===== src/hw/rtl/fis_pkg.sv =====
// Package for the FASTA index scanner: byte codes, output widths, event types.
`timescale 1ns / 1ps

package fis_pkg;

  localparam int OUT_OFFSET_W = 40;
  localparam int OUT_INDEX_W  = 20;

  localparam logic [7:0] BYTE_NL = 8'd10;
  localparam logic [7:0] BYTE_GT = 8'd62;

  localparam logic FUNC_BYTE = 1'b0;
  localparam logic FUNC_EOF  = 1'b1;

  typedef enum logic [1:0] {
    OP_COUNT,
    OP_HDR_END,
    OP_NEW_SEQ,
    OP_EOF
  } op_t;

  typedef struct packed {
    op_t  op;
    logic emit;
    logic hdr;
  } evt_t;

endpackage


===== src/hw/rtl/fasta_index_scanner.sv =====
// Top level of the FASTA index scanner.
// Takes one FASTA file byte (or an end-of-file item) per cycle while the queue
// has room and emits one record per completed sequence: ordinal, concatenated
// start, base count and file offset of the first base. A front end classifies
// each byte against the line state, a two-entry queue carries the resulting
// events to the back end, and the back end updates the sequence counters and
// holds the record in an output register. Sustained rate is one item per cycle
// while out_ready is high; each record goes through the queue stage and the
// output register. Counters wrap at OFFSET_BITS, the ordinal at INDEX_BITS.
`timescale 1ns / 1ps

module fasta_index_scanner #(
  parameter int OFFSET_BITS = 40,
  parameter int INDEX_BITS  = 20
) (
  input  logic                              clk,
  input  logic                              rst_n,
  input  logic                              in_valid,
  output logic                              in_ready,
  input  logic                              in_func,
  input  logic [7:0]                        in_data_byte,
  output logic                              out_valid,
  input  logic                              out_ready,
  output logic [fis_pkg::OUT_INDEX_W-1:0]   out_record_index,
  output logic [fis_pkg::OUT_OFFSET_W-1:0]  out_concat_start,
  output logic [fis_pkg::OUT_OFFSET_W-1:0]  out_record_length,
  output logic [fis_pkg::OUT_OFFSET_W-1:0]  out_record_file_offset,
  output logic                              out_is_final
);

  localparam int QBITS = $bits(fis_pkg::evt_t) + OFFSET_BITS;

  logic                   push, q_full, q_valid, q_pop;
  fis_pkg::evt_t          push_evt, head_evt;
  logic [OFFSET_BITS-1:0] push_off, head_off;
  logic [QBITS-1:0]       head_data;

  fis_front #(.OFFSET_BITS(OFFSET_BITS)) u_front (
    .clk          (clk),
    .rst_n        (rst_n),
    .in_valid     (in_valid),
    .in_ready     (in_ready),
    .in_func      (in_func),
    .in_data_byte (in_data_byte),
    .push         (push),
    .push_evt     (push_evt),
    .push_off     (push_off),
    .q_full       (q_full)
  );

  fis_queue #(.DATA_BITS(QBITS)) u_queue (
    .clk        (clk),
    .rst_n      (rst_n),
    .push       (push),
    .push_data  ({push_evt, push_off}),
    .full       (q_full),
    .pop        (q_pop),
    .head_valid (q_valid),
    .head_data  (head_data)
  );

  assign head_evt = head_data[QBITS-1:OFFSET_BITS];
  assign head_off = head_data[OFFSET_BITS-1:0];

  fis_back #(.OFFSET_BITS(OFFSET_BITS), .INDEX_BITS(INDEX_BITS)) u_back (
    .clk                    (clk),
    .rst_n                  (rst_n),
    .q_valid                (q_valid),
    .q_pop                  (q_pop),
    .q_evt                  (head_evt),
    .q_off                  (head_off),
    .out_valid              (out_valid),
    .out_ready              (out_ready),
    .out_record_index       (out_record_index),
    .out_concat_start       (out_concat_start),
    .out_record_length      (out_record_length),
    .out_record_file_offset (out_record_file_offset),
    .out_is_final           (out_is_final)
  );

endmodule


===== src/hw/rtl/fis_front.sv =====
// Front end: tracks line state and byte offset, turns bytes into back-end events.
`timescale 1ns / 1ps

module fis_front #(
  parameter int OFFSET_BITS = 40
) (
  input  logic                   clk,
  input  logic                   rst_n,
  input  logic                   in_valid,
  output logic                   in_ready,
  input  logic                   in_func,
  input  logic [7:0]             in_data_byte,
  output logic                   push,
  output fis_pkg::evt_t          push_evt,
  output logic [OFFSET_BITS-1:0] push_off,
  input  logic                   q_full
);

  logic [OFFSET_BITS-1:0] byte_off_r, byte_off_nxt;
  logic                   line_start_r, line_start_nxt;
  logic                   in_hdr_r, in_hdr_nxt;
  logic                   seq_open_r, seq_open_nxt;
  logic [OFFSET_BITS-1:0] off_inc;
  logic                   take;

  assign in_ready = !q_full;
  assign take     = in_valid && in_ready;
  assign off_inc  = byte_off_r + OFFSET_BITS'(1);

  always_comb begin
    byte_off_nxt   = byte_off_r;
    line_start_nxt = line_start_r;
    in_hdr_nxt     = in_hdr_r;
    seq_open_nxt   = seq_open_r;
    push           = 1'b0;
    push_evt.op    = fis_pkg::OP_COUNT;
    push_evt.emit  = 1'b0;
    push_evt.hdr   = in_hdr_r;
    push_off       = off_inc;
    if (take) begin
      if (in_func == fis_pkg::FUNC_EOF) begin
        push           = 1'b1;
        push_evt.op    = fis_pkg::OP_EOF;
        push_evt.emit  = seq_open_r;
        byte_off_nxt   = '0;
        line_start_nxt = 1'b1;
        in_hdr_nxt     = 1'b0;
        seq_open_nxt   = 1'b0;
      end else begin
        byte_off_nxt = off_inc;
        if (in_data_byte == fis_pkg::BYTE_NL) begin
          push           = in_hdr_r;
          push_evt.op    = fis_pkg::OP_HDR_END;
          in_hdr_nxt     = 1'b0;
          line_start_nxt = 1'b1;
        end else if (line_start_r && in_data_byte == fis_pkg::BYTE_GT) begin
          push           = 1'b1;
          push_evt.op    = fis_pkg::OP_NEW_SEQ;
          push_evt.emit  = seq_open_r;
          seq_open_nxt   = 1'b1;
          in_hdr_nxt     = 1'b1;
          line_start_nxt = 1'b0;
        end else begin
          push           = !in_hdr_r;
          push_evt.op    = fis_pkg::OP_COUNT;
          line_start_nxt = 1'b0;
        end
      end
    end
  end

  always_ff @(posedge clk) begin
    if (!rst_n) begin
      byte_off_r   <= '0;
      line_start_r <= 1'b1;
      in_hdr_r     <= 1'b0;
      seq_open_r   <= 1'b0;
    end else begin
      byte_off_r   <= byte_off_nxt;
      line_start_r <= line_start_nxt;
      in_hdr_r     <= in_hdr_nxt;
      seq_open_r   <= seq_open_nxt;
    end
  end

endmodule


===== src/hw/rtl/fis_queue.sv =====
// Two-entry event queue between front and back.
`timescale 1ns / 1ps

module fis_queue #(
  parameter int DATA_BITS = 8
) (
  input  logic                 clk,
  input  logic                 rst_n,
  input  logic                 push,
  input  logic [DATA_BITS-1:0] push_data,
  output logic                 full,
  input  logic                 pop,
  output logic                 head_valid,
  output logic [DATA_BITS-1:0] head_data
);

  logic [DATA_BITS-1:0] mem_r [2];
  logic                 wr_ptr_r, rd_ptr_r;
  logic [1:0]           count_r, count_nxt;
  logic                 do_push, do_pop;

  assign full       = (count_r == 2'd2);
  assign head_valid = (count_r != 2'd0);
  assign head_data  = mem_r[rd_ptr_r];
  assign do_push    = push && !full;
  assign do_pop     = pop && head_valid;

  always_comb begin
    count_nxt = count_r;
    if (do_push && !do_pop) count_nxt = count_r + 2'd1;
    else if (!do_push && do_pop) count_nxt = count_r - 2'd1;
  end

  always_ff @(posedge clk) begin
    if (do_push) mem_r[wr_ptr_r] <= push_data;
  end

  always_ff @(posedge clk) begin
    if (!rst_n) begin
      wr_ptr_r <= 1'b0;
      rd_ptr_r <= 1'b0;
      count_r  <= 2'd0;
    end else begin
      if (do_push) wr_ptr_r <= !wr_ptr_r;
      if (do_pop) rd_ptr_r <= !rd_ptr_r;
      count_r <= count_nxt;
    end
  end

endmodule


===== src/hw/rtl/fis_back.sv =====
// Back end: sequence counters and the registered record output.
`timescale 1ns / 1ps

module fis_back #(
  parameter int OFFSET_BITS = 40,
  parameter int INDEX_BITS  = 20
) (
  input  logic                              clk,
  input  logic                              rst_n,
  input  logic                              q_valid,
  output logic                              q_pop,
  input  fis_pkg::evt_t                     q_evt,
  input  logic [OFFSET_BITS-1:0]            q_off,
  output logic                              out_valid,
  input  logic                              out_ready,
  output logic [fis_pkg::OUT_INDEX_W-1:0]   out_record_index,
  output logic [fis_pkg::OUT_OFFSET_W-1:0]  out_concat_start,
  output logic [fis_pkg::OUT_OFFSET_W-1:0]  out_record_length,
  output logic [fis_pkg::OUT_OFFSET_W-1:0]  out_record_file_offset,
  output logic                              out_is_final
);

  localparam int OEXT = (OFFSET_BITS > fis_pkg::OUT_OFFSET_W) ? OFFSET_BITS
                                                              : fis_pkg::OUT_OFFSET_W;
  localparam int IEXT = (INDEX_BITS > fis_pkg::OUT_INDEX_W) ? INDEX_BITS
                                                            : fis_pkg::OUT_INDEX_W;

  logic [OFFSET_BITS-1:0] bc_r, bc_nxt;
  logic [OFFSET_BITS-1:0] fbo_r, fbo_nxt;
  logic [OFFSET_BITS-1:0] concat_r, concat_nxt;
  logic [INDEX_BITS-1:0]  rec_r, rec_nxt;
  logic [OFFSET_BITS-1:0] fbo_eff;
  logic                   out_valid_r, out_valid_nxt;
  logic                   emit;
  logic [OEXT-1:0]        cs_ext, len_ext, fo_ext;
  logic [IEXT-1:0]        idx_ext;

  assign q_pop   = q_valid && (!out_valid_r || out_ready);
  assign emit    = q_pop && q_evt.emit &&
                   (q_evt.op == fis_pkg::OP_NEW_SEQ || q_evt.op == fis_pkg::OP_EOF);
  assign fbo_eff = (q_evt.op == fis_pkg::OP_EOF && q_evt.hdr) ? q_off : fbo_r;
  assign cs_ext  = OEXT'(concat_r);
  assign len_ext = OEXT'(bc_r);
  assign fo_ext  = OEXT'(fbo_eff);
  assign idx_ext = IEXT'(rec_r);

  always_comb begin
    bc_nxt        = bc_r;
    fbo_nxt       = fbo_r;
    concat_nxt    = concat_r;
    rec_nxt       = rec_r;
    out_valid_nxt = out_valid_r && !out_ready;
    if (emit) begin
      out_valid_nxt = 1'b1;
      rec_nxt       = rec_r + INDEX_BITS'(1);
      concat_nxt    = concat_r + bc_r;
    end
    if (q_pop) begin
      case (q_evt.op)
        fis_pkg::OP_COUNT:   bc_nxt = bc_r + OFFSET_BITS'(1);
        fis_pkg::OP_HDR_END: fbo_nxt = q_off;
        fis_pkg::OP_NEW_SEQ: bc_nxt = '0;
        fis_pkg::OP_EOF: begin
          bc_nxt     = '0;
          fbo_nxt    = '0;
          concat_nxt = '0;
          rec_nxt    = '0;
        end
        default: bc_nxt = bc_r;
      endcase
    end
  end

  always_ff @(posedge clk) begin
    if (!rst_n) begin
      bc_r        <= '0;
      fbo_r       <= '0;
      concat_r    <= '0;
      rec_r       <= '0;
      out_valid_r <= 1'b0;
    end else begin
      bc_r        <= bc_nxt;
      fbo_r       <= fbo_nxt;
      concat_r    <= concat_nxt;
      rec_r       <= rec_nxt;
      out_valid_r <= out_valid_nxt;
    end
  end

  always_ff @(posedge clk) begin
    if (emit) begin
      out_record_index       <= idx_ext[fis_pkg::OUT_INDEX_W-1:0];
      out_concat_start       <= cs_ext[fis_pkg::OUT_OFFSET_W-1:0];
      out_record_length      <= len_ext[fis_pkg::OUT_OFFSET_W-1:0];
      out_record_file_offset <= fo_ext[fis_pkg::OUT_OFFSET_W-1:0];
      out_is_final           <= (q_evt.op == fis_pkg::OP_EOF);
    end
  end

  assign out_valid = out_valid_r;

  a_eof_clears: assert property (@(posedge clk) disable iff (!rst_n)
    q_pop && q_evt.op == fis_pkg::OP_EOF |=> bc_r == '0 && rec_r == '0 && concat_r == '0)
    else $error("end of file did not clear back-end counters");

  a_concat_adv: assert property (@(posedge clk) disable iff (!rst_n)
    emit && q_evt.op == fis_pkg::OP_NEW_SEQ |=>
      concat_r == OFFSET_BITS'($past(concat_r) + $past(bc_r)))
    else $error("concatenated start did not advance by record length");

  a_new_seq_clear: assert property (@(posedge clk) disable iff (!rst_n)
    q_pop && q_evt.op == fis_pkg::OP_NEW_SEQ |=> bc_r == '0)
    else $error("base count not cleared on new sequence");

  a_no_overwrite: assert property (@(posedge clk) disable iff (!rst_n)
    out_valid_r && !out_ready |-> !q_pop)
    else $error("queue popped while record output stalled");

endmodule

===== config.mk =====
export PLATFORM = sky130hd
export DESIGN_NAME = fasta_index_scanner
export DESIGN_NICKNAME = d
export VERILOG_FILES = /design/src/hw/rtl/fis_pkg.sv /design/src/hw/rtl/fasta_index_scanner.sv /design/src/hw/rtl/fis_front.sv /design/src/hw/rtl/fis_queue.sv /design/src/hw/rtl/fis_back.sv
export SDC_FILE = /design/constraint.sdc
export NUM_CORES = 1
export LEC_CHECK = 0
export ABC_AREA = 1
export ABC_CLOCK_PERIOD_IN_PS = 12500
export BUFFER_PORTS_ARGS = -buffer_cell sky130_fd_sc_hd__buf_2
export CAP_MARGIN = 25
export CORE_MARGIN = 2
export CORE_UTILIZATION = 30
export DETAILED_ROUTE_END_ITERATION = 8
export RECOVER_POWER = 50
export SYNTH_ARGS = -nofsm -noshare
export SYNTH_HDL_FRONTEND = slang
export SYNTH_SLANG_ARGS = --single-unit

===== constraint.sdc =====
create_clock -name clk -period 12.5 [get_ports clk]
set_input_delay 3.75 -clock clk [delete_from_list [all_inputs] [get_ports clk]]
set_output_delay 3.75 -clock clk [all_outputs]
set_load 0.05 [all_outputs]

== Yosys cells after proc, flatten, opt, wreduce, memory -nomap -nowiden ==
Memory sizes are Yosys's and may differ from the RTL's. A register that Yosys moved wholly into a read port is not among the register bits.
Index checks and enable logic that the tools add are counted.

* Output and inout bits: 143
* Register bits after elaboration: 329
* Logic and storage cells: 98
* Memory bits (writable): 88
* Memories: 1
* Input bits: 13

* Reductions and logical operators: 33
* Mux-type cells: 34
* Equal/unequal tests: 7
* $add $sub $neg: 6

{| class="wikitable"
|+ Memory list
! memory !! words !! width !! read ports !! clocked after memory_dff !! wr ports !! RTL line !! text
|-
| u_queue.mem_r || 2 || 44 || 1 || 1 || 1 || fis_queue.sv:17 || <nowiki>logic [DATA_BITS-1:0] mem_r [2];</nowiki>
|}

{| class="wikitable"
|+ Operators with widths
! cell !! number
|-
| 40-bit 2-to-1 mux || 5
|-
| 40-bit one-hot mux with 2 select lines || 2
|-
| 40-bit by 1-bit adder with 40-bit output (second input constant) || 2
|-
| 20-bit 2-to-1 mux || 3
|-
| 40-bit adder || 1
|-
| 20-bit by 1-bit adder with 20-bit output (second input constant) || 1
|-
| 1-bit 2-to-1 mux || 18
|-
| 1-bit logical AND || 11
|-
| 2-bit nonzero test || 5
|-
| 8-bit by 4-bit == test with 1-bit output (second input constant) || 1
|-
| 8-bit by 6-bit == test with 1-bit output (second input constant) || 1
|-
| 1-bit logical NOT || 8
|-
| 2-bit 2-to-1 mux || 4
|-
| 2-bit == test (second input constant) || 3
|-
| 3-bit 2-to-1 mux || 2
|-
| 2-bit AND reduction || 3
|-
| 3-bit AND reduction || 1
|-
| 3-bit nonzero test || 1
|-
| 2-bit by 1-bit adder with 2-bit output (second input constant) || 1
|-
| 2-bit by 1-bit == test with 1-bit output (second input constant) || 1
|-
| 2-bit logical NOT || 1
|-
| 1-bit logical OR || 2
|-
| 2-bit != test (second input constant) || 1
|-
| 2-bit OR reduction || 1
|-
| 2-bit by 1-bit subtractor with 2-bit output (second input constant) || 1
|}

== Depth between registers and ports, before layout ==
* Depth after elaboration: 11
* Mapped depth: 15
* Gate-level depth less buffers: 15

== Modules after synthesis ==
A second synthesis with hierarchy kept.

* Cells, all modules: 2440
* Area, all modules: 20791.2 µm²

{| class="wikitable"
|+ By module, submodules not included
! module !! seq. area each (µm²) !! instances !! cells an instance !! area each (µm²)
|-
| fis_back || 7056.8 || 1 || 1822 || 14274.9
|-
| fis_queue || 2742.6 || 1 || 174 || 3624.7
|-
| fis_front || 860.8 || 1 || 444 || 2891.5
|}

== Worst setup path after synthesis ==
OpenSTA, ideal clock, no wires.

* Kind: input -> register
* Start: input port in_data_byte[1]
* End: memory u_queue.mem_r[0][0] in the netlist's numbering (enable)
* Setup time: 0.500 ns
* Stages on the path: 8
* Arrival time: 7.376 ns
* Data required time: 12.000 ns
* Path buffers: 0
* Path slack: 4.625 ns
* Path through: inv_1 nor2_1 nand2_1 nor4_1 nor2_1 nand3_1 inv_1 nor3_1

* Longest elaborated chain between the ends: 9
* Elaborated cells on any way between the ends: 10
* Classes of those cells: eq/ne: 2; mux: 6; reduce/logical: 2

{| class="wikitable"
|+ Ends and longest elaborated chain
! what !! RTL line !! text
|-
| start: declaration || fasta_index_scanner.sv:21 || <nowiki>input logic [7:0] in_data_byte,</nowiki>
|-
| 8-bit by 6-bit == test with 1-bit output || fis_front.sv:56 || <nowiki>end else if (line_start_r && in_data_byte == fis_pkg::BYTE_GT) begin</nowiki>
|-
| 1-bit logical AND || fis_front.sv:56 ||
|-
| 1-bit 2-to-1 mux || fis_front.sv:56 ||
|-
| 1-bit 2-to-1 mux * || fis_front.sv:51 || <nowiki>if (in_data_byte == fis_pkg::BYTE_NL) begin</nowiki>
|-
| 1-bit 2-to-1 mux * || fis_front.sv:41 || <nowiki>if (in_func == fis_pkg::FUNC_EOF) begin</nowiki>
|-
| 1-bit 2-to-1 mux * || fis_front.sv:40 || <nowiki>if (take) begin</nowiki>
|-
| 1-bit logical AND * || fis_queue.sv:25 || <nowiki>assign do_push = push && !full;</nowiki>
|-
| 1-bit 2-to-1 mux * || fis_queue.sv:35 || <nowiki>if (do_push) mem_r[wr_ptr_r] <= push_data;</nowiki>
|-
| 1-bit 2-to-1 mux (implied by the code) * || fis_queue.sv:35 ||
|-
| end: declaration || fis_queue.sv:17 ||
|}

Every way passes the cells marked *; elsewhere a longest branch is shown, timed or not.

==> run metrics <==
routed vias=15980; CP Depth=10; slowest CP cell=clkbuf_1; DP HPWL=36350 um; layout cells sized above 1=0.07590; Tot Pwr=4.345 mW; IO Port Bufs=155; syn_area_per_cell=8.254 um^2; Final Hold Fails=0; ANT nets after route=0; Sw Pwr=1.508 mW; worst hold path class=flop to flop; most frequent cells in the layout=nand2_1 (770), inv_1 (306), nor2_1 (251); leading area contributor after synthesis=edfxtp_1; Distinct cells, synth=51; GRT Residual Overflow=0; Warnings, synthesis=0; EDFF count, synth=229; Netlist Area Pre-Place=0.02016 mm^2; DIE HEIGHT=263.3 um; Placed Area=0.02187 mm^2; worst reg2reg path depth=10; Fillers=6947; CP Cell Sequence=clkbuf_1, inv_1, nand2_1, nand2_1, inv_1, nor2_1, a21oi_4, clkbuf_1, inv_1, nor3b_1; failing checks=capacitance limit, slew limit; clock power share=0.343; row count=95; initial antenna violation count=0; Worst setup SP type=flop; Crit Path Max Fanout=46; max_cap viols=8; core area=0.06680 mm^2; footprint of the multi-input gates=0.008039 mm^2; Crit path buffers/inverters=5; RSZ-0062 raised after global routing=false; vias per cell=4.555; total iterations of the first detailed-routing run=7; register share of total power=0.414; Pleak=9.343 nW; Remaining DRCs=0; Post-CTS Hold Buffers=0; Worst slew margin=-0.7141; worst skew pair latency=0.60 ns; actual slew at the worst max-slew pin=2.571 ns; area delta synth->final=16.16%; Worst path most repeated cell=inv_1; Final nets=2654; hold depth=1; Routed WL=51450 um; post-CTS setup buffers=0; worst IR drop on VDD=0.09090 mV; slowest stage delay, CP=1.69 ns; Synth area leaders=edfxtp_1 (34%), dfxtp_1 (19%), nand2_1 (14%), inv_1 (5.6%), nor2_1 (4.7%); fmax=134.7 MHz; routed len/inst=14.67 um; Crit. End Element=flop; status=complete, but fails checks; post-synthesis net count=2500; Worst EP arrival=7.92 ns; clock buffer count from CTS=46; max-slew violations=344; Main synth FF type=edfxtp_1; post-CTS sizing=0; ant diodes=0; Place WS=5.777 ns; first-pass GRT wire length=80950 um; sw frac=0.3471; Post-synth ARST share=0; FF+latch count, synth=418; die area=0.06930 mm^2; logic gate share of total power=0.242; largest net degree at the start of global routing=145; Total GRT Usage=0.1454; CTS tree=done; critical path's top delay family=buffers and inverters; RePlAce Congestion=0.9150; Pint=2.837 mW; final worst slack=5.077 ns; drt initial violations=1206; Storage cell area=0.01066 mm^2; Mapped Cells=2443; CTS root buf=clkbuf_16; Seq/Total Area, Yosys=0.5287; Initial Util=0.3019; die width=263.3 um; commonest non-fill, non-tap cell in the layout=nand2_1; Final min period=7.423 ns; Ports=156; Reg clk slew, reported paths=0.06 ns; Setup CP Type=flop to flop; Bufs on Longest Clock Path=3; setup violators final=0; Final Cell Area=0.02342 mm^2; clock skew=0.05381 ns; Power Density=185.5 mW/mm^2; H-Tree Depth=2; clock sinks=418; share of the synthesized area in the top cell type=0.3410; Tcrit/Tclk final=0.5938; number of global-route vias before repair=15030; setup TNS=0 ns; Req. time, crit path=13.00 ns
-- worst reg2reg max path, stage by stage (launching register included) --
cell and delay, ns:
dfxtp_1 0.30, clkbuf_1 1.66, inv_1 1.52, nand2_1 0.29, nand2_1 0.12, inv_1 0.16
nor2_1 0.11, a21oi_4 0.13, clkbuf_1 1.70, inv_1 0.95, nor3b_1 0.39
-- layer usage --
layer	routed length, um	GRT usage	vias up
li1	-	-	8259
met1	23550	0.1885	7364
met2	24560	0.2492	285
met3	2153	0.02395	71
met4	1181	0.04185	0
met5	0	0	-
-- power groups by stage --
stage	combinational (mW)	sequential (mW)	clock [mW]
after global placement	1.08	1.83	0
after CTS	1.09	1.80	1.53
after detailed placement	1.08	1.83	0
after floorplan	0.577	2.05	0
final	1.05	1.80	1.49
after global routing	1.16	1.82	1.58
-- per-stage QoR --
step           std cells  hold slack, ns    util
2_1_floorplan       2443          0.4255       -
3_3_place_gp        3421          0.4366  0.3274
3_5_place_dp        3421          0.4431  0.3274
4_1_cts             3507          0.4530  0.3528
5_1_grt             3508          0.4784  0.3506
6_report            3508          0.4570  0.3506
-- registers in the layout (all words and copies together), names as in the netlist, named ones only --
signal                         cells
u_back.bc_r                       40
u_back.concat_r                   40
u_back.fbo_r                      40
u_back.idx_ext                    20
u_back.out_concat_start           40
u_back.out_is_final                1
u_back.out_record_file_offset     40
u_back.out_record_index           20
u_back.out_record_length          40
u_back.out_valid                   1
u_front.byte_off_r                40
u_front.in_hdr_r                   1
u_front.line_start_r               1
u_front.seq_open_r                 1
u_queue.count_r                    2
u_queue.mem_r                     88
u_queue.rd_ptr_r                   1
u_queue.wr_ptr_r                   1
-- worst paths after layout --
path / start / endpoint / slack (ns)
max: flop / u_back.idx_ext[12]$_SDFF_PN0_ / 5.08
min reg2reg: u_queue.rd_ptr_r$_SDFFE_PN0P_ / flop / 0.46
min: u_queue.rd_ptr_r$_SDFFE_PN0P_ / flop / 0.46
max reg2reg: flop / u_back.idx_ext[12]$_SDFF_PN0_ / 5.08
-- synthesized netlist by cell type, types with 12 or more instances --
library cell and number:
xor2_1 47, buf_2 19, nor3_1 32, o21bai_1 12
o21ai_0 74, clkbuf_1 37, dfxtp_1 189, nand2_1 769
nand3_1 106, mux2_2 23, edfxtp_1 229, xnor2_1 20
nor2_1 252, nand4_1 38, o21a_1 21, a22oi_1 16
inv_1 302, ha_1 43, a21oi_1 145
-- logic make-up after synthesis --
kind of cell / count (synthesis) / synth area share
adders and majority gates: 44 / 0.02767
and+or+nand+nor: 1223 / 0.2457
AOI/OAI and AO/OA: 294 / 0.08340
DFF: 418 / 0.5287
xor gates and xnor gates: 67 / 0.02910
muxes: 25 / 0.01396
buffers and inverters: 372 / 0.07154
-- cell type report --
class,instances,area share
flip-flops and latches,418,0.4551
multi-input cells,1653,0.3432
clock buffers,50,0.05107
inverters,311,0.05032
well taps,873,0.04663
repair buffers,167,0.03210
clock inverters,36,0.02153
No activity file was read; power rests on OpenSTA's default activity.
